`config.mk`:
```
export PLATFORM = sky130hd
export DESIGN_NAME = proportional_glyph_blitter_flat
export DESIGN_NICKNAME = d
export VERILOG_FILES = /design/src/rtl/core/pgb_pkg.sv /design/src/rtl/core/pgb_item_if.sv /design/src/rtl/core/pgb_result_if.sv /design/src/rtl/core/pgb_front.sv /design/src/rtl/core/pgb_queue.sv /design/src/rtl/core/pgb_back.sv /design/src/rtl/core/proportional_glyph_blitter.sv /design/src/flat_wrapper.sv
export SDC_FILE = /design/constraint.sdc
export NUM_CORES = 1
export LEC_CHECK = 0
export BUFFER_PORTS_ARGS = -buffer_cell sky130_fd_sc_hd__buf_2
export CORE_ASPECT_RATIO = 1.5
export CORE_UTILIZATION = 48
export DETAILED_ROUTE_END_ITERATION = 12
export PLACE_DENSITY = 0.74
export SLEW_MARGIN = 20
export SYNTH_ARGS = -nofsm -noshare
export SYNTH_HDL_FRONTEND = slang
export SYNTH_SLANG_ARGS = --single-unit
```
`constraint.sdc`:
```
create_clock -name i_clk -period 12.1 [get_ports i_clk]
set_input_delay 0.605 -clock i_clk [delete_from_list [all_inputs] [get_ports i_clk]]
set_output_delay 0.605 -clock i_clk [all_outputs]
set_load 0.01 [all_outputs]
```
`src/rtl/core/pgb_pkg.sv`:
```
`timescale 1ns / 1ps
package pgb_pkg;

    localparam int GLYPH_HEIGHT = 12;
    localparam int ADDR_BITS    = 20;
    localparam int QUEUE_DEPTH  = 2;

    localparam int LEFT_W  = $clog2(255 * GLYPH_HEIGHT + 1);
    localparam int QPTR_W  = $clog2(QUEUE_DEPTH);
    localparam int QCNT_W  = $clog2(QUEUE_DEPTH + 1);

    localparam logic [1:0]  CFG_DEST_STRIDE = 2'd0;
    localparam logic [1:0]  CFG_WIDTH_LIMIT = 2'd1;
    localparam logic [1:0]  CFG_GLYPH_COUNT = 2'd2;

    localparam logic        OP_START  = 1'b0;
    localparam logic        OP_BITMAP = 1'b1;
    localparam logic        KIND_ADVANCE = 1'b0;
    localparam logic        KIND_PIXEL   = 1'b1;

    localparam logic [7:0]  ADV_MISSING    = 8'd4;
    localparam logic [15:0] COLOR_OPAQUE   = 16'h8000;
    localparam logic [10:0] STRIDE_RESET   = 11'd256;
    localparam logic [10:0] LIMIT_RESET    = 11'd256;
    localparam logic [15:0] COUNT_RESET    = 16'd0;

    typedef logic [ADDR_BITS-1:0] t_addr;

    // one classified item handed from the front part to the back part
    typedef struct packed {
        logic              is_start;
        logic              draw;
        logic [7:0]        advance;
        t_addr             row_base;
        logic [7:0]        width;
        logic [15:0]       color;
        logic [LEFT_W-1:0] pixels;
        logic [7:0]        bits;
    } t_cmd;

    typedef struct packed {
        logic        kind;
        logic [7:0]  advance;
        logic [19:0] address;
        logic [15:0] pixel_color;
        logic        last;
    } t_result;

endpackage

```
`src/rtl/core/pgb_item_if.sv`:
```
`timescale 1ns / 1ps
interface pgb_item_if;
    logic        valid;
    logic        ready;
    logic        op;
    logic [9:0]  pos_x;
    logic [9:0]  pos_y;
    logic [15:0] glyph_code;
    logic [7:0]  glyph_width;
    logic [15:0] color;
    logic [7:0]  bitmap_byte;

    modport source (output valid, op, pos_x, pos_y, glyph_code, glyph_width, color,
                    bitmap_byte, input ready);
    modport sink (input valid, op, pos_x, pos_y, glyph_code, glyph_width, color,
                  bitmap_byte, output ready);
endinterface

```
`src/rtl/core/pgb_result_if.sv`:
```
`timescale 1ns / 1ps
interface pgb_result_if;
    logic        valid;
    logic        ready;
    logic        kind;
    logic [7:0]  advance;
    logic [19:0] address;
    logic [15:0] pixel_color;
    logic        last;

    modport source (output valid, kind, advance, address, pixel_color, last,
                    input ready);
    modport sink (input valid, kind, advance, address, pixel_color, last,
                  output ready);
endinterface

```
`src/rtl/core/pgb_front.sv`:
```
`timescale 1ns / 1ps
module pgb_front (
    input  logic                i_clk,
    input  logic                i_rst_n,
    input  logic                i_cfg_we,
    input  logic [1:0]          i_cfg_index,
    input  logic [15:0]         i_cfg_data,
    pgb_item_if.sink            i_item,
    input  logic                i_full,
    output logic                o_push,
    output pgb_pkg::t_cmd       o_cmd,
    output logic [10:0]         o_stride
);

    logic [10:0] r_stride;
    logic [10:0] r_limit;
    logic [15:0] r_count;

    logic        code_ok;
    logic        edge_ok;
    logic [10:0] right_edge;
    logic [20:0] row_offset;
    logic [21:0] start_sum;

    always_ff @(posedge i_clk) begin
        if (!i_rst_n) begin
            r_stride <= pgb_pkg::STRIDE_RESET;
            r_limit  <= pgb_pkg::LIMIT_RESET;
            r_count  <= pgb_pkg::COUNT_RESET;
        end else if (i_cfg_we) begin
            case (i_cfg_index)
                pgb_pkg::CFG_DEST_STRIDE: r_stride <= i_cfg_data[10:0];
                pgb_pkg::CFG_WIDTH_LIMIT: r_limit  <= i_cfg_data[10:0];
                pgb_pkg::CFG_GLYPH_COUNT: r_count  <= i_cfg_data;
                default: ;
            endcase
        end
    end

    always_comb begin
        code_ok    = (i_item.glyph_code < r_count) && (i_item.glyph_width != 8'd0);
        right_edge = 11'(i_item.pos_x) + 11'(i_item.glyph_width);
        edge_ok    = right_edge <= r_limit;
        row_offset = 21'(i_item.pos_y) * 21'(r_stride);
        start_sum  = 22'(i_item.pos_x) + 22'(row_offset);

        o_cmd.is_start = i_item.op == pgb_pkg::OP_START;
        o_cmd.draw     = code_ok && edge_ok;
        o_cmd.advance  = code_ok ? i_item.glyph_width : pgb_pkg::ADV_MISSING;
        o_cmd.row_base = pgb_pkg::ADDR_BITS'(start_sum);
        o_cmd.width    = i_item.glyph_width;
        o_cmd.color    = i_item.color | pgb_pkg::COLOR_OPAQUE;
        o_cmd.pixels   = pgb_pkg::LEFT_W'(i_item.glyph_width * pgb_pkg::GLYPH_HEIGHT);
        o_cmd.bits     = i_item.bitmap_byte;
    end

    assign i_item.ready = !i_full;
    assign o_push       = i_item.valid && !i_full;
    assign o_stride     = r_stride;

endmodule

```
`src/rtl/core/pgb_queue.sv`:
```
`timescale 1ns / 1ps
module pgb_queue (
    input  logic          i_clk,
    input  logic          i_rst_n,
    input  logic          i_push,
    input  pgb_pkg::t_cmd i_cmd,
    output logic          o_full,
    input  logic          i_pop,
    output logic          o_valid,
    output pgb_pkg::t_cmd o_cmd
);

    pgb_pkg::t_cmd                 r_mem [pgb_pkg::QUEUE_DEPTH];
    logic [pgb_pkg::QPTR_W-1:0]    r_wr_ptr;
    logic [pgb_pkg::QPTR_W-1:0]    r_rd_ptr;
    logic [pgb_pkg::QCNT_W-1:0]    r_count;

    function automatic logic [pgb_pkg::QPTR_W-1:0] bump(
        input logic [pgb_pkg::QPTR_W-1:0] ptr
    );
        if (ptr == pgb_pkg::QPTR_W'(pgb_pkg::QUEUE_DEPTH - 1)) begin
            return '0;
        end
        return ptr + 1'b1;
    endfunction

    always_ff @(posedge i_clk) begin
        if (!i_rst_n) begin
            r_wr_ptr <= '0;
            r_rd_ptr <= '0;
            r_count  <= '0;
        end else begin
            if (i_push) begin
                r_wr_ptr <= bump(r_wr_ptr);
            end
            if (i_pop) begin
                r_rd_ptr <= bump(r_rd_ptr);
            end
            if (i_push && !i_pop) begin
                r_count <= r_count + 1'b1;
            end else if (!i_push && i_pop) begin
                r_count <= r_count - 1'b1;
            end
        end
    end

    always_ff @(posedge i_clk) begin
        if (i_push) begin
            r_mem[r_wr_ptr] <= i_cmd;
        end
    end

    assign o_full  = r_count == pgb_pkg::QCNT_W'(pgb_pkg::QUEUE_DEPTH);
    assign o_valid = r_count != '0;
    assign o_cmd   = r_mem[r_rd_ptr];

    a_count_bound: assert property (@(posedge i_clk) disable iff (!i_rst_n)
        r_count <= pgb_pkg::QCNT_W'(pgb_pkg::QUEUE_DEPTH))
        else $error("queue count overrun");

    a_pop_nonempty: assert property (@(posedge i_clk) disable iff (!i_rst_n)
        i_pop |-> o_valid)
        else $error("pop from empty queue");

    a_push_grows: assert property (@(posedge i_clk) disable iff (!i_rst_n)
        (i_push && !i_pop) |=> r_count == $past(r_count) + 1'b1)
        else $error("push lost");

endmodule

```
`src/rtl/core/pgb_back.sv`:
```
`timescale 1ns / 1ps
module pgb_back (
    input  logic          i_clk,
    input  logic          i_rst_n,
    input  logic [10:0]   i_stride,
    input  logic          i_valid,
    input  pgb_pkg::t_cmd i_cmd,
    output logic          o_pop,
    pgb_result_if.source  o_result
);

    logic                       r_drawing;
    logic [7:0]                 r_cur_width;
    logic [7:0]                 r_column;
    pgb_pkg::t_addr             r_row_base;
    logic [15:0]                r_draw_color;
    logic [pgb_pkg::LEFT_W-1:0] r_left;
    logic                       r_busy;
    logic [7:0]                 r_bits;
    logic [2:0]                 r_step;
    logic                       r_out_valid;
    pgb_pkg::t_result           r_out;

    logic                       n_drawing;
    logic [7:0]                 n_cur_width;
    logic [7:0]                 n_column;
    pgb_pkg::t_addr             n_row_base;
    logic [15:0]                n_draw_color;
    logic [pgb_pkg::LEFT_W-1:0] n_left;
    logic                       n_busy;
    logic [7:0]                 n_bits;
    logic [2:0]                 n_step;
    logic                       n_out_valid;
    pgb_pkg::t_result           n_out;

    logic                       can_emit;
    logic [7:0]                 live_mask;
    pgb_pkg::t_addr             pix_addr;

    always_comb begin
        for (int i = 0; i < 8; i++) begin
            live_mask[i] = pgb_pkg::LEFT_W'(i) < r_left;
        end
        pix_addr = r_row_base + pgb_pkg::ADDR_BITS'(r_column);
        can_emit = !r_out_valid || o_result.ready;

        n_drawing    = r_drawing;
        n_cur_width  = r_cur_width;
        n_column     = r_column;
        n_row_base   = r_row_base;
        n_draw_color = r_draw_color;
        n_left       = r_left;
        n_busy       = r_busy;
        n_bits       = r_bits;
        n_step       = r_step;
        n_out_valid  = r_out_valid && !o_result.ready;
        n_out        = r_out;
        o_pop        = 1'b0;

        if (r_busy) begin
            // a clear bit never waits on the output
            if (!r_bits[0] || can_emit) begin
                if (r_bits[0]) begin
                    n_out_valid       = 1'b1;
                    n_out.kind        = pgb_pkg::KIND_PIXEL;
                    n_out.advance     = 8'd0;
                    n_out.address     = 20'(pix_addr);
                    n_out.pixel_color = r_draw_color;
                    n_out.last        = r_bits[7:1] == 7'd0;
                end
                n_bits = r_bits >> 1;
                n_step = r_step + 3'd1;
                n_left = r_left - 1'b1;
                if (r_column + 8'd1 == r_cur_width) begin
                    n_column   = 8'd0;
                    n_row_base = r_row_base + pgb_pkg::ADDR_BITS'(i_stride);
                end else begin
                    n_column = r_column + 8'd1;
                end
                if (r_left == pgb_pkg::LEFT_W'(1)) begin
                    n_drawing = 1'b0;
                    n_busy    = 1'b0;
                end
                if (r_step == 3'd7) begin
                    n_busy = 1'b0;
                end
            end
        end else if (i_valid) begin
            if (i_cmd.is_start) begin
                if (can_emit) begin
                    o_pop             = 1'b1;
                    n_out_valid       = 1'b1;
                    n_out.kind        = pgb_pkg::KIND_ADVANCE;
                    n_out.advance     = i_cmd.advance;
                    n_out.address     = 20'd0;
                    n_out.pixel_color = 16'd0;
                    n_out.last        = 1'b1;
                    n_drawing         = i_cmd.draw;
                    n_cur_width       = i_cmd.width;
                    n_column          = 8'd0;
                    n_row_base        = i_cmd.row_base;
                    n_draw_color      = i_cmd.color;
                    n_left            = i_cmd.pixels;
                end
            end else begin
                // drop bitmap bytes that arrive with no glyph open
                o_pop = 1'b1;
                if (r_drawing) begin
                    n_busy = 1'b1;
                    n_bits = i_cmd.bits & live_mask;
                    n_step = 3'd0;
                end
            end
        end
    end

    always_ff @(posedge i_clk) begin
        if (!i_rst_n) begin
            r_drawing    <= 1'b0;
            r_cur_width  <= 8'd0;
            r_column     <= 8'd0;
            r_row_base   <= '0;
            r_draw_color <= 16'd0;
            r_left       <= '0;
            r_busy       <= 1'b0;
            r_step       <= 3'd0;
            r_out_valid  <= 1'b0;
        end else begin
            r_drawing    <= n_drawing;
            r_cur_width  <= n_cur_width;
            r_column     <= n_column;
            r_row_base   <= n_row_base;
            r_draw_color <= n_draw_color;
            r_left       <= n_left;
            r_busy       <= n_busy;
            r_step       <= n_step;
            r_out_valid  <= n_out_valid;
        end
        r_bits <= n_bits;
        r_out  <= n_out;
    end

    assign o_result.valid       = r_out_valid;
    assign o_result.kind        = r_out.kind;
    assign o_result.advance     = r_out.advance;
    assign o_result.address     = r_out.address;
    assign o_result.pixel_color = r_out.pixel_color;
    assign o_result.last        = r_out.last;

    a_busy_drawing: assert property (@(posedge i_clk) disable iff (!i_rst_n)
        r_busy |-> (r_drawing && r_left != '0))
        else $error("bit stepper running without an open glyph");

    a_pixel_opaque: assert property (@(posedge i_clk) disable iff (!i_rst_n)
        (r_out_valid && r_out.kind == pgb_pkg::KIND_PIXEL) |-> r_out.pixel_color[15])
        else $error("pixel colour missing opaque bit");

    a_no_pop_busy: assert property (@(posedge i_clk) disable iff (!i_rst_n)
        r_busy |-> !o_pop)
        else $error("queue popped while a byte is in progress");

endmodule

```
`src/rtl/core/proportional_glyph_blitter.sv`:
```
`timescale 1ns / 1ps
// A start item passes the queue and the back part registers its advance answer; the set bits of
// a bitmap byte leave as pixel writes, lowest bit first. The back part takes a start item only
// when the output can take its answer; it loads a bitmap byte, then steps through up to eight
// bits, fewer when the glyph ends early, taking no item meanwhile; a held output stalls set bits.
// A two-entry queue decouples front and back. Synchronous reset (i_rst_n low) closes any glyph,
// empties the queue and restores stride 256, width limit 256 and glyph count 0.
module proportional_glyph_blitter (
    input  logic          i_clk,
    input  logic          i_rst_n,
    input  logic          i_cfg_we,
    input  logic [1:0]    i_cfg_index,
    input  logic [15:0]   i_cfg_data,
    pgb_item_if.sink      i_item,
    pgb_result_if.source  o_result
);

    logic          push;
    logic          pop;
    logic          full;
    logic          q_valid;
    logic [10:0]   stride;
    pgb_pkg::t_cmd push_cmd;
    pgb_pkg::t_cmd head_cmd;

    pgb_front u_front (
        .i_clk       (i_clk),
        .i_rst_n     (i_rst_n),
        .i_cfg_we    (i_cfg_we),
        .i_cfg_index (i_cfg_index),
        .i_cfg_data  (i_cfg_data),
        .i_item      (i_item),
        .i_full      (full),
        .o_push      (push),
        .o_cmd       (push_cmd),
        .o_stride    (stride)
    );

    pgb_queue u_queue (
        .i_clk   (i_clk),
        .i_rst_n (i_rst_n),
        .i_push  (push),
        .i_cmd   (push_cmd),
        .o_full  (full),
        .i_pop   (pop),
        .o_valid (q_valid),
        .o_cmd   (head_cmd)
    );

    pgb_back u_back (
        .i_clk    (i_clk),
        .i_rst_n  (i_rst_n),
        .i_stride (stride),
        .i_valid  (q_valid),
        .i_cmd    (head_cmd),
        .o_pop    (pop),
        .o_result (o_result)
    );

endmodule

```
`src/flat_wrapper.sv`:
```
// flat-port wrapper written by rule: the top's interface ports become plain ports
module proportional_glyph_blitter_flat 
  (i_clk, i_rst_n, i_cfg_we, i_cfg_index, i_cfg_data, i_item_valid, i_item_op, i_item_pos_x, i_item_pos_y, i_item_glyph_code, i_item_glyph_width, i_item_color, i_item_bitmap_byte, i_item_ready, o_result_valid, o_result_kind, o_result_advance, o_result_address, o_result_pixel_color, o_result_last, o_result_ready);
  pgb_item_if i_item_i ();
  pgb_result_if o_result_i ();
  input  logic i_clk;
  input  logic i_rst_n;
  input  logic i_cfg_we;
  input  logic [1:0] i_cfg_index;
  input  logic [15:0] i_cfg_data;
  input wire logic [$bits(i_item_i.valid)-1:0] i_item_valid;
  input wire logic [$bits(i_item_i.op)-1:0] i_item_op;
  input wire logic [$bits(i_item_i.pos_x)-1:0] i_item_pos_x;
  input wire logic [$bits(i_item_i.pos_y)-1:0] i_item_pos_y;
  input wire logic [$bits(i_item_i.glyph_code)-1:0] i_item_glyph_code;
  input wire logic [$bits(i_item_i.glyph_width)-1:0] i_item_glyph_width;
  input wire logic [$bits(i_item_i.color)-1:0] i_item_color;
  input wire logic [$bits(i_item_i.bitmap_byte)-1:0] i_item_bitmap_byte;
  output wire logic [$bits(i_item_i.ready)-1:0] i_item_ready;
  output wire logic [$bits(o_result_i.valid)-1:0] o_result_valid;
  output wire logic [$bits(o_result_i.kind)-1:0] o_result_kind;
  output wire logic [$bits(o_result_i.advance)-1:0] o_result_advance;
  output wire logic [$bits(o_result_i.address)-1:0] o_result_address;
  output wire logic [$bits(o_result_i.pixel_color)-1:0] o_result_pixel_color;
  output wire logic [$bits(o_result_i.last)-1:0] o_result_last;
  input wire logic [$bits(o_result_i.ready)-1:0] o_result_ready;
  assign i_item_i.valid = i_item_valid;
  assign i_item_i.op = i_item_op;
  assign i_item_i.pos_x = i_item_pos_x;
  assign i_item_i.pos_y = i_item_pos_y;
  assign i_item_i.glyph_code = i_item_glyph_code;
  assign i_item_i.glyph_width = i_item_glyph_width;
  assign i_item_i.color = i_item_color;
  assign i_item_i.bitmap_byte = i_item_bitmap_byte;
  assign i_item_ready = i_item_i.ready;
  assign o_result_valid = o_result_i.valid;
  assign o_result_kind = o_result_i.kind;
  assign o_result_advance = o_result_i.advance;
  assign o_result_address = o_result_i.address;
  assign o_result_pixel_color = o_result_i.pixel_color;
  assign o_result_last = o_result_i.last;
  assign o_result_i.ready = o_result_ready;
  proportional_glyph_blitter u_core (.i_clk(i_clk), .i_rst_n(i_rst_n), .i_cfg_we(i_cfg_we), .i_cfg_index(i_cfg_index), .i_cfg_data(i_cfg_data), .i_item(i_item_i), .o_result(o_result_i));
endmodule
```
=== After elaboration in Yosys (flattened, before gate mapping) ===
Memory sizes are Yosys's and may differ from the RTL's. A register that Yosys moved wholly into a read port is not among the register bits.
Index checks and enable logic that the tools add are counted.

* Add/sub/neg operators: 11
* Multipliers: 2
* Magnitude comparators: 10
* Equality and inequality tests: 11
* Multiplexer cells: 73
* Bitwise logic cells: 3
* Reductions and logical operators: 32

{| class="wikitable"
|+ Operators by type and width
! operator !! count
|-
| 2-to-1 mux 46 bit || 6
|-
| 2-to-1 mux 20 bit || 6
|-
| 2-to-1 mux 8 bit || 12
|-
| 2-to-1 mux 12 bit || 5
|-
| < comparator 3 x 12 -> 1 bit, first input constant || 4
|-
| 2-to-1 mux 1 bit || 37
|-
| < comparator 1 x 12 -> 1 bit, first input constant || 2
|-
| < comparator 2 x 12 -> 1 bit, first input constant || 2
|-
| adder 10 x 20 -> 20 bit || 1
|-
| adder 20 x 11 -> 20 bit || 1
|-
| adder 20 x 8 -> 20 bit || 1
|-
| multiplier 10 x 11 -> 20 bit || 1
|-
| < comparator 16 bit || 1
|-
| 2-to-1 mux 3 bit || 5
|-
| AND reduction 5 bit || 3
|-
| == test 12 x 1 -> 1 bit, second input constant || 1
|-
| AND reduction 4 bit || 3
|-
| nonzero test 2 bit || 6
|-
| subtractor 12 x 1 -> 12 bit, second input constant || 1
|-
| adder 10 x 8 -> 11 bit || 1
|-
| <= comparator 11 bit || 1
|-
| multiplier 8 x 2 -> 10 bit, second input constant || 1
|-
| adder 8 x 1 -> 8 bit, second input constant || 1
|-
| bitwise AND 8 bit || 1
|-
| other kinds (19) || 39
|}

* Bits in registers: 166
* Memory bits (writable): 142
* Memories: 1

{| class="wikitable"
|+ Memories
! name !! words !! width !! rd ports !! clocked after memory_dff !! wr ports !! line !! text
|-
| u_core.u_queue.r_mem || 2 || 71 || 1 || 1 || 1 || pgb_queue.sv:13 || <nowiki>pgb_pkg::t_cmd r_mem [pgb_pkg::QUEUE_DEPTH];</nowiki>
|}

=== Depth between registers and ports, before layout ===
Gate-level depths: netlist of the first run.

* Depth in word-level cells: 11
* Mapped depth: 21
* Gate-level depth less buffers: 19

=== Modules after synthesis ===
From an unflattened synthesis of the first run, not the netlist that was laid out.

* Cell total of the unflattened synthesis: 1827
* Area total of the unflattened synthesis: 19276.0 sq um

{| class="wikitable"
|+ By module, submodules not included
! module !! instances !! cells an instance !! area an instance (sq um) !! seq. area each (sq um)
|-
| pgb_front || 1 || 839 || 7065.5 || 760.7
|-
| pgb_back || 1 || 736 || 6631.4 || 3022.9
|-
| pgb_queue || 1 || 252 || 5579.1 || 4544.4
|}

=== Worst setup path before layout of the first run ===
No wires, ideal clock.

* Path kind: input to register
* Start point: input port i_item_pos_y[3]
* End point: memory u_core.u_queue.r_mem[0][60] (netlist name) (data pin)
* Arrival time: 5262 ps
* Data required time: 11836 ps
* Path slack: 6574 ps
* Stages on the path: 21
* Path buffers: 2
* Cells stage by stage: clkbuf_1 nand2_1 fa_1 inv_1 fa_1 inv_1 fa_1 inv_1 fa_1 inv_1 fa_1 inv_1 ha_1 clkbuf_1 a21o_1 a21oi_1 o21ai_0 nand3b_1 a31o_2 a21oi_1 xnor2_1

{| class="wikitable"
|+ RTL lines
! item !! line !! text
|-
| start: declaration || flat_wrapper.sv:14 || <nowiki>input wire logic [$bits(i_item_i.pos_y)-1:0] i_item_pos_y;</nowiki>
|-
| end: declaration || pgb_queue.sv:13 ||
|}

==> qor.txt, run 1 <==
Total Die Area: 0.0388 mm^2
largest net degree at the start of global routing: 100
fin crit period: 5.76 ns
hold depth: 1
grt ovf: 0
RSZ-0062 raised after global routing: no
maximum VDD drop: 0.119 mV
kind of end point of the critical path: flip-flop
Final setup viols: 0
outcome: finished clean
mux contribution to synthesized area: 5.27%
Net Sw Frac: 33.7%
layout cells sized above 1: 12.3%
worst skew pair latency: 0.55 ns
min-delay src: i_item_color[10]
Seq/Total Area, Yosys: 44.3%
syn_nets: 2035
CTS tree: done
Sequential Power Share: 43.4%
Placeable Area: 0.0376 mm^2
fillers: 3221
worst path arrival time: 6.11 ns
DRC violations left: 0
fmax: 174 MHz
R2R Setup Slk: 6.34 ns
depth of the CTS H-tree: 1
Synth Area in Adders: 18.1%
Starting Density: 48.6%
die height: 241 um
area delta synth->final: 11.0%
Buffers on Ports: 138
Lkg Pwr: 8.42 nW
Max clock buf depth: 3
critical path class: reg -> reg
pwr/cell area: 172 mW/mm^2
CP Data Required Time: 12.45 ns
Post-layout nets: 2133
post-synthesis cell count: 1729
Post-Synth XOR/XNOR Area: 3.50%
Mapped Area: 0.0182 mm^2
Worst Clk Skew: 0.0112 ns
TritonRoute pass-1 iters: 6
crit-path max FO: 12
Tot GR Track Use: 20.9%
simple-gate portion of the synthesized area: 13.0%
R2R depth: 19
HP Class: in -> reg
YS warnings: 0
Post-Place Cells: 2287
Pint: 2.31 mW
largest family of logic cells by synthesized area: adder cells
TritonCTS Sinks: 307
Clock transition at path regs: 0.07 ns
Routed Antenna Nets: 0
total power: 3.49 mW
synthesized area per cell: 10.6 um^2
Finished Layout Cells: 2339
global-route wire length before repair: 64700 um
clock share of power: 25.3%
post-synth cell types: 71
io pins: 140
r2r startpoint: u_core.u_front.o_stride[5]$_SDFFE_PN0P_
ys flop type: edfxtp_1
Hold EP: u_core.u_queue.r_mem[0][28]$_DFFE_PP_
Hold Vio Cnt, Final: 0
vias in the first global route: 13144
clk root buf: clkbuf_16
Worst Tran Pin Value: 0.999 ns
Post-synth EDFFs: 194
sw power: 1.18 mW
Slew HR: 33.4%
Die W: 161 um
combinational share of power: 31.4%
FP Rows: 87
Final period util: 47.6%
# Max-Cap Violations: 0
Detailed Place HPWL: 29600 um
WL final: 39700 um
FFs w/ async S/R, synth: 0%
routability cong.: 0.884
Starting DRT DRC Count: 843
# Post-CTS Setup Buffers: 0
WL/cell: 17.0 um
TNS Setup: 0 ns
CTS buffer count: 27
FF+latch count, synth: 307
Via Count: 12767
CTS Hold Buffers Added: 0
RR Endpoint: u_core.u_queue.r_mem[0][60]$_DFFE_PP_
PostCTS Resize Cnt: 0
Final Max Slew Viols: 0
initial antenna violation count: 1
Compound-Gate Fraction of Synth Area: 10.5%
DR vias/cell: 5.46
CP startpoint kind: flip-flop
-- power by group through the flow --
stage | Clock (mW) | Combinational [mW] | Sequential, mW
floorplan | 0 | 0.831 | 1.51
global placement | 0 | 1.06 | 1.53
detailed placement | 0 | 1.10 | 1.54
CTS | 0.898 | 1.10 | 1.51
global route | 0.932 | 1.23 | 1.54
finish | 0.882 | 1.10 | 1.51
-- Yosys cell counts (11+ instances only) --
cell        n  area [um^2]
o31ai_1    13         97.6
mux2i_1    88          881
a211oi_1   40          300
dfxtp_1   113         2260
inv_1     168          631
xor2_1     23          201
o21a_1     12         90.1
nand2b_1   12         75.1
and2_1     96          601
nand3_1    20          100
clkbuf_1   61          229
nor2b_1    11         68.8
xnor2_1    50          438
nor2_1    143          537
nand2_1   156          586
ha_1      131         1640
nor3_1     17         85.1
a21oi_1    85          425
fa_1       83         1660
o21ai_0    45          225
and3_1     12         75.1
a21o_1     23          173
edfxtp_1  194         5830
-- state kept, by name (all words and copies together) (netlist names), 11 cells and up, named ones only --
name                                cells
u_core.u_back.o_result.address         20
u_core.u_back.r_draw_color             16
u_core.u_back.r_left                   12
u_core.u_back.o_result.pixel_color     16
u_core.u_back.r_row_base               20
u_core.u_front.r_limit                 11
u_core.u_queue.r_mem                  140
u_core.u_front.r_count                 16
u_core.u_front.o_stride                11
-- worst max-delay path: stages, from the launching register on --
cell and delay, ns:
dfxtp_1 0.75, nand2_1 0.17, fa_1 0.56, inv_1 0.05
fa_1 0.49, inv_1 0.05, fa_1 0.47, inv_1 0.05
fa_1 0.53, inv_1 0.05, fa_1 0.53, inv_1 0.04
ha_1 0.39, a21o_1 0.22, a21oi_1 0.18, o21ai_0 0.16
nand3b_1 0.22, a31o_2 0.26, a21oi_1 0.17, xnor2_1 0.21
-- layout by cell type, fill, tap and decap left out, types with 8 or more instances in the layout --
master,instances
o21ai_0,45
fa_1,83
nor2_1,142
nand2b_1,12
edfxtp_1,194
o211ai_1,9
xnor2_1,50
o21a_1,12
clkbuf_16,27
and2_1,96
o21bai_1,8
inv_1,168
a21oi_1,83
nand4_1,8
nand3_1,20
dfxtp_1,111
nand2_1,156
and3_1,11
xor2_1,23
o31ai_1,13
buf_4,10
buf_2,138
ha_1,131
nor2b_1,11
a211oi_1,40
a21o_1,23
nor3_1,17
mux2i_1,88
-- area by class of cell --
class	count	area, um^2	share of cell area (%)
Clock inverter	19	198	0.976
Inverter	170	638	3.15
Sequential cell	307	8100	40.0
Timing Repair Buffer	148	766	3.78
Clock buffer	31	711	3.51
Antenna cell	2	5.00	0.0247
Multi-Input combinational cell	1173	9220	45.6
Tap cell	489	612	3.02
-- how the worst max path moves through the flow --
stage,start,endpoint,slack (ns)
2_1_floorplan,i_item_pos_y[3],u_core.u_queue.r_mem[0][60]$_DFFE_PP_,6.57
3_3_place_gp,i_item_pos_y[3],u_core.u_queue.r_mem[0][60]$_DFFE_PP_,6.36
3_5_place_dp,i_item_pos_y[3],u_core.u_queue.r_mem[1][60]$_DFFE_PP_,6.32
4_1_cts,u_core.u_front.o_stride[5]$_SDFFE_PN0P_,u_core.u_queue.r_mem[0][60]$_DFFE_PP_,6.35
5_1_grt,u_core.u_front.o_stride[5]$_SDFFE_PN0P_,u_core.u_queue.r_mem[0][60]$_DFFE_PP_,6.06
6_report,u_core.u_front.o_stride[5]$_SDFFE_PN0P_,u_core.u_queue.r_mem[0][60]$_DFFE_PP_,6.34
-- metal layers --
layer | share of wire [%] | vias up | wire, um | global-route usage (%)
met2 | 53 | 353 | 20900 | 39.4
li1 | - | 6140 | - | -
met3 | 4.3 | 90 | 1710 | 1.92
met5 | 0 | - | 0 | 0
met4 | 4.3 | 0 | 1720 | 10.0
met1 | 39 | 6184 | 15400 | 23.4
-- kinds of logic after synthesis --
| group | Yosys count |
|---|---|
| AOI/OAI and AO/OA | 290 |
| DFF | 307 |
| adders and majority gates | 214 |
| buffers and inverters | 249 |
| muxes | 95 |
| xor gates and xnor gates | 73 |
| and+or+nand+nor | 501 |
-- metrics by stage --
stage | instance area (um^2) | worst slack (ns) | hold WS, ns | util, %
3_5_place_dp | 19300 | 6.32 | 0.450 | 51.5
5_1_grt | 20200 | 6.06 | 0.228 | 53.9
4_1_cts | 20200 | 6.35 | 0.215 | 53.9
3_3_place_gp | 19300 | 6.36 | 0.442 | 51.5
2_1_floorplan | 18200 | 6.57 | 0.403 | -
6_report | 20200 | 6.34 | 0.242 | 53.9
Note: power is estimated with default switching activity, not from simulation.
==> run 2, diff against run 1 <==
--- a/config.mk
+++ b/config.mk
@@ -5,6 +5,7 @@
 export SDC_FILE = /design/constraint.sdc
 export NUM_CORES = 1
 export LEC_CHECK = 0
+export ABC_AREA = 1
 export BUFFER_PORTS_ARGS = -buffer_cell sky130_fd_sc_hd__buf_2
 export CORE_ASPECT_RATIO = 1.5
 export CORE_UTILIZATION = 48
==> constraint.sdc (replaced) <==
create_clock -name i_clk -period 5.4 [get_ports i_clk]
set_input_delay 0.27 -clock i_clk [delete_from_list [all_inputs] [get_ports i_clk]]
set_output_delay 0.27 -clock i_clk [all_outputs]
set_load 0.01 [all_outputs]
==> qor.txt, run 2 <==
io pins: 140
HP Class: in -> reg
depth of the CTS H-tree: 1
slowest cell on the critical path: fa_1
crit-path max cell delay: 0.54 ns
CP cell instances: buf_4 -> nand2_1 -> inv_1 -> fa_1 -> fa_1 -> fa_1 -> fa_1 -> inv_1 -> fa_1 -> inv_1 -> ha_1 -> nand2_1 -> nor2_1 -> inv_1 -> o21ai_0 -> nand3_1 -> nand2_1 -> xor2_1
layout cells sized above 1: 10.1%
Max clock buf depth: 3
area delta synth->final: 13.4%
clk root buf: clkbuf_16
Met2 Wirelength: 23800 um
WL/cell: 15.7 um
Lkg Pwr: 9.91 nW
# Max-Cap Violations: 0
post-synth cell types: 49
CP Data Required Time: 5.80 ns
global-route wire length before repair: 72400 um
ys flop type: edfxtp_1
worst path arrival time: 5.60 ns
Detailed Place HPWL: 32500 um
YS warnings: 0
Tot GR Track Use: 22.8%
Buffers on Ports: 138
FFs w/ async S/R, synth: 0%
Place WS: 0.227 ns
CTS tree: done
Synth top cells by count: nand2_1, inv_1, nor2_1
largest net degree at the start of global routing: 95
outcome: finished clean
Die W: 163 um
Starting DRT DRC Count: 975
Final period util: 96.2%
DRC violations left: 0
TritonRoute pass-1 iters: 9
top cell type's share of synthesized area: 31.3%
max reg flops: 140
Slew HR: 34.6%
TNS Setup: 0 ns
Total Die Area: 0.0396 mm^2
grt ovf: 0
most used cell along the critical path: fa_1
routability cong.: 0.932
TritonCTS Sinks: 307
Routed Antenna Nets: 0
critical path class: reg -> reg
Via Count: 14758
FP Rows: 88
CP startpoint kind: flip-flop
ANT cells: 0
kind of end point of the critical path: flip-flop
Hold Vio Cnt, Final: 0
post-synthesis cell count: 2150
# Post-CTS Setup Buffers: 0
Post-layout nets: 2596
initial antenna violation count: 0
die height: 243 um
Worst Clk Skew: 0.0244 ns
met1 WL: 16800 um
WL final: 44100 um
RSZ-0062 raised after global routing: no
met3 wire len: 1750 um
pwr/cell area: 420 mW/mm^2
FF+latch count, synth: 307
Post-synth EDFFs: 194
Synth area leaders: edfxtp_1, dfxtp_1, fa_1
most common cell after layout, fill and taps aside: nand2_1
PnR worst setup slack: 0.205 ns
vias in the first global route: 15206
DR vias/cell: 5.25
Final Max Slew Viols: 0
Clock transition at path regs: 0.07 ns
fin crit period: 5.19 ns
Seq/Total Area, Yosys: 43.4%
synthesized area per cell: 8.66 um^2
cell with the most instances after synthesis: nand2_1
Mapped Area: 0.0186 mm^2
Top reg by flops: u_core.u_queue.r_mem
top sig layer: met4
largest area contributor in the netlist: edfxtp_1
worst skew pair latency: 0.59 ns
fmax: 193 MHz
Placeable Area: 0.0383 mm^2
crit-path max FO: 7
maximum VDD drop: 0.422 mV
Starting Density: 48.6%
CTS buffer count: 31
Final setup viols: 0
syn_nets: 2456
most frequent cells in the layout: nand2_1, inv_1, nor2_1
fillers: 3384
Worst Tran Pin Value: 0.981 ns
[run 2: cell count changes in the layout (fill, tap and decap cells not counted), sizes merged, moves of 39 or more]
cell,previous run,this run
a211oi,42,3
a21oi,86,142
and2,96,1
inv,174,349
mux2i,89,3
nand2,156,426
nand3,20,85
nor2,144,220
o21ai,45,170
[run 2: cell families (layout without fill, tap and decap cells)]
kind of cell | count (synthesis) | in the layout | share of synthesized area [%]
and+or+nand+nor | 774 | 774 | 16.8
buffers and inverters | 429 | 594 | 8.79
AOI/OAI and AO/OA | 377 | 377 | 10.9
DFF | 307 | 307 | 43.4
adders and majority gates | 214 | 214 | 17.7
xor gates and xnor gates | 46 | 46 | 2.16
muxes | 3 | 3 | 0.161
[run 2: path summary, 6_finish.rpt]
| kind | startpoint | end | slack [ns] | cells after the start |
|---|---|---|---|---|
| max | u_core.u_front.o_stride[5]$_SDFFE_PN0P_ | u_core.u_queue.r_mem[0][54]$_DFFE_PP_ | 0.21 | 18 |
| min | i_cfg_data[8] | u_core.u_front.r_limit[8]$_SDFFE_PN1P_ | 0.02 | 3 |
| max reg2reg | u_core.u_front.o_stride[5]$_SDFFE_PN0P_ | u_core.u_queue.r_mem[0][54]$_DFFE_PP_ | 0.21 | 18 |
| min reg2reg | u_core.u_queue.r_rd_ptr$_SDFFE_PN0P_ | flip-flop | 0.45 | 1 |
[run 2: cell type report]
| type | instances | area, um^2 | area share (%) |
|---|---|---|---|
| Clock buffer | 38 | 853 | 4.04 |
| Clock inverter | 20 | 173 | 0.817 |
| Inverter | 347 | 1300 | 6.17 |
| Tap cell | 495 | 619 | 2.93 |
| Timing Repair Buffer | 189 | 1150 | 5.45 |
| Sequential cell | 307 | 8090 | 38.3 |
| Multi-Input combinational cell | 1414 | 8930 | 42.3 |
[run 2: per-layer routing]
metal  GRT usage (%)  vias up
met3            2.14      112
met4            9.87        0
li1                -     7273
met5               0        -
met2            44.2      382
met1            24.4     6991
[run 2: timing repair]
| item | CTS | global route |
|---|---|---|
| endpoints found under the hold margin | 57 | 0 |
| setup endpoints to repair | 0 | 4 |
| hold buffers | 31 | 0 |
| resized for setup | 0 | 1 |
[run 2: worst max-delay path, delay by kind of cell (launching register included)]
family / cells / cell delay (ns)
AOI/OAI and AO/OA: 1 / 0.45
xor gates and xnor gates: 1 / 0.19
adders and majority gates: 6 / 2.89
buffers and inverters: 5 / 0.49
DFF: 1 / 0.45
and+or+nand+nor: 5 / 0.57
[run 2: per-stage QoR]
step	cells	util [%]	power, mW	hold slack, ns	cell area, um^2
floorplan	2150	-	5.87	0.369	18600
global placement	2721	51.6	6.64	0.428	19800
detailed placement	2721	51.6	6.77	0.440	19800
CTS	2810	55.1	8.93	0.00198	21100
global route	2810	55.1	9.53	0.00192	21100
finish	2810	55.1	8.88	0.0200	21100
[run 2: where the power goes]
part | total (mW) | internal (mW) | leakage (nW) | switching (mW)
sequential | 3.54 | 3.21 | 2.75 | 0.326
clock | 2.14 | 1.19 | 0.507 | 0.948
combinational | 3.21 | 1.11 | 6.65 | 2.09
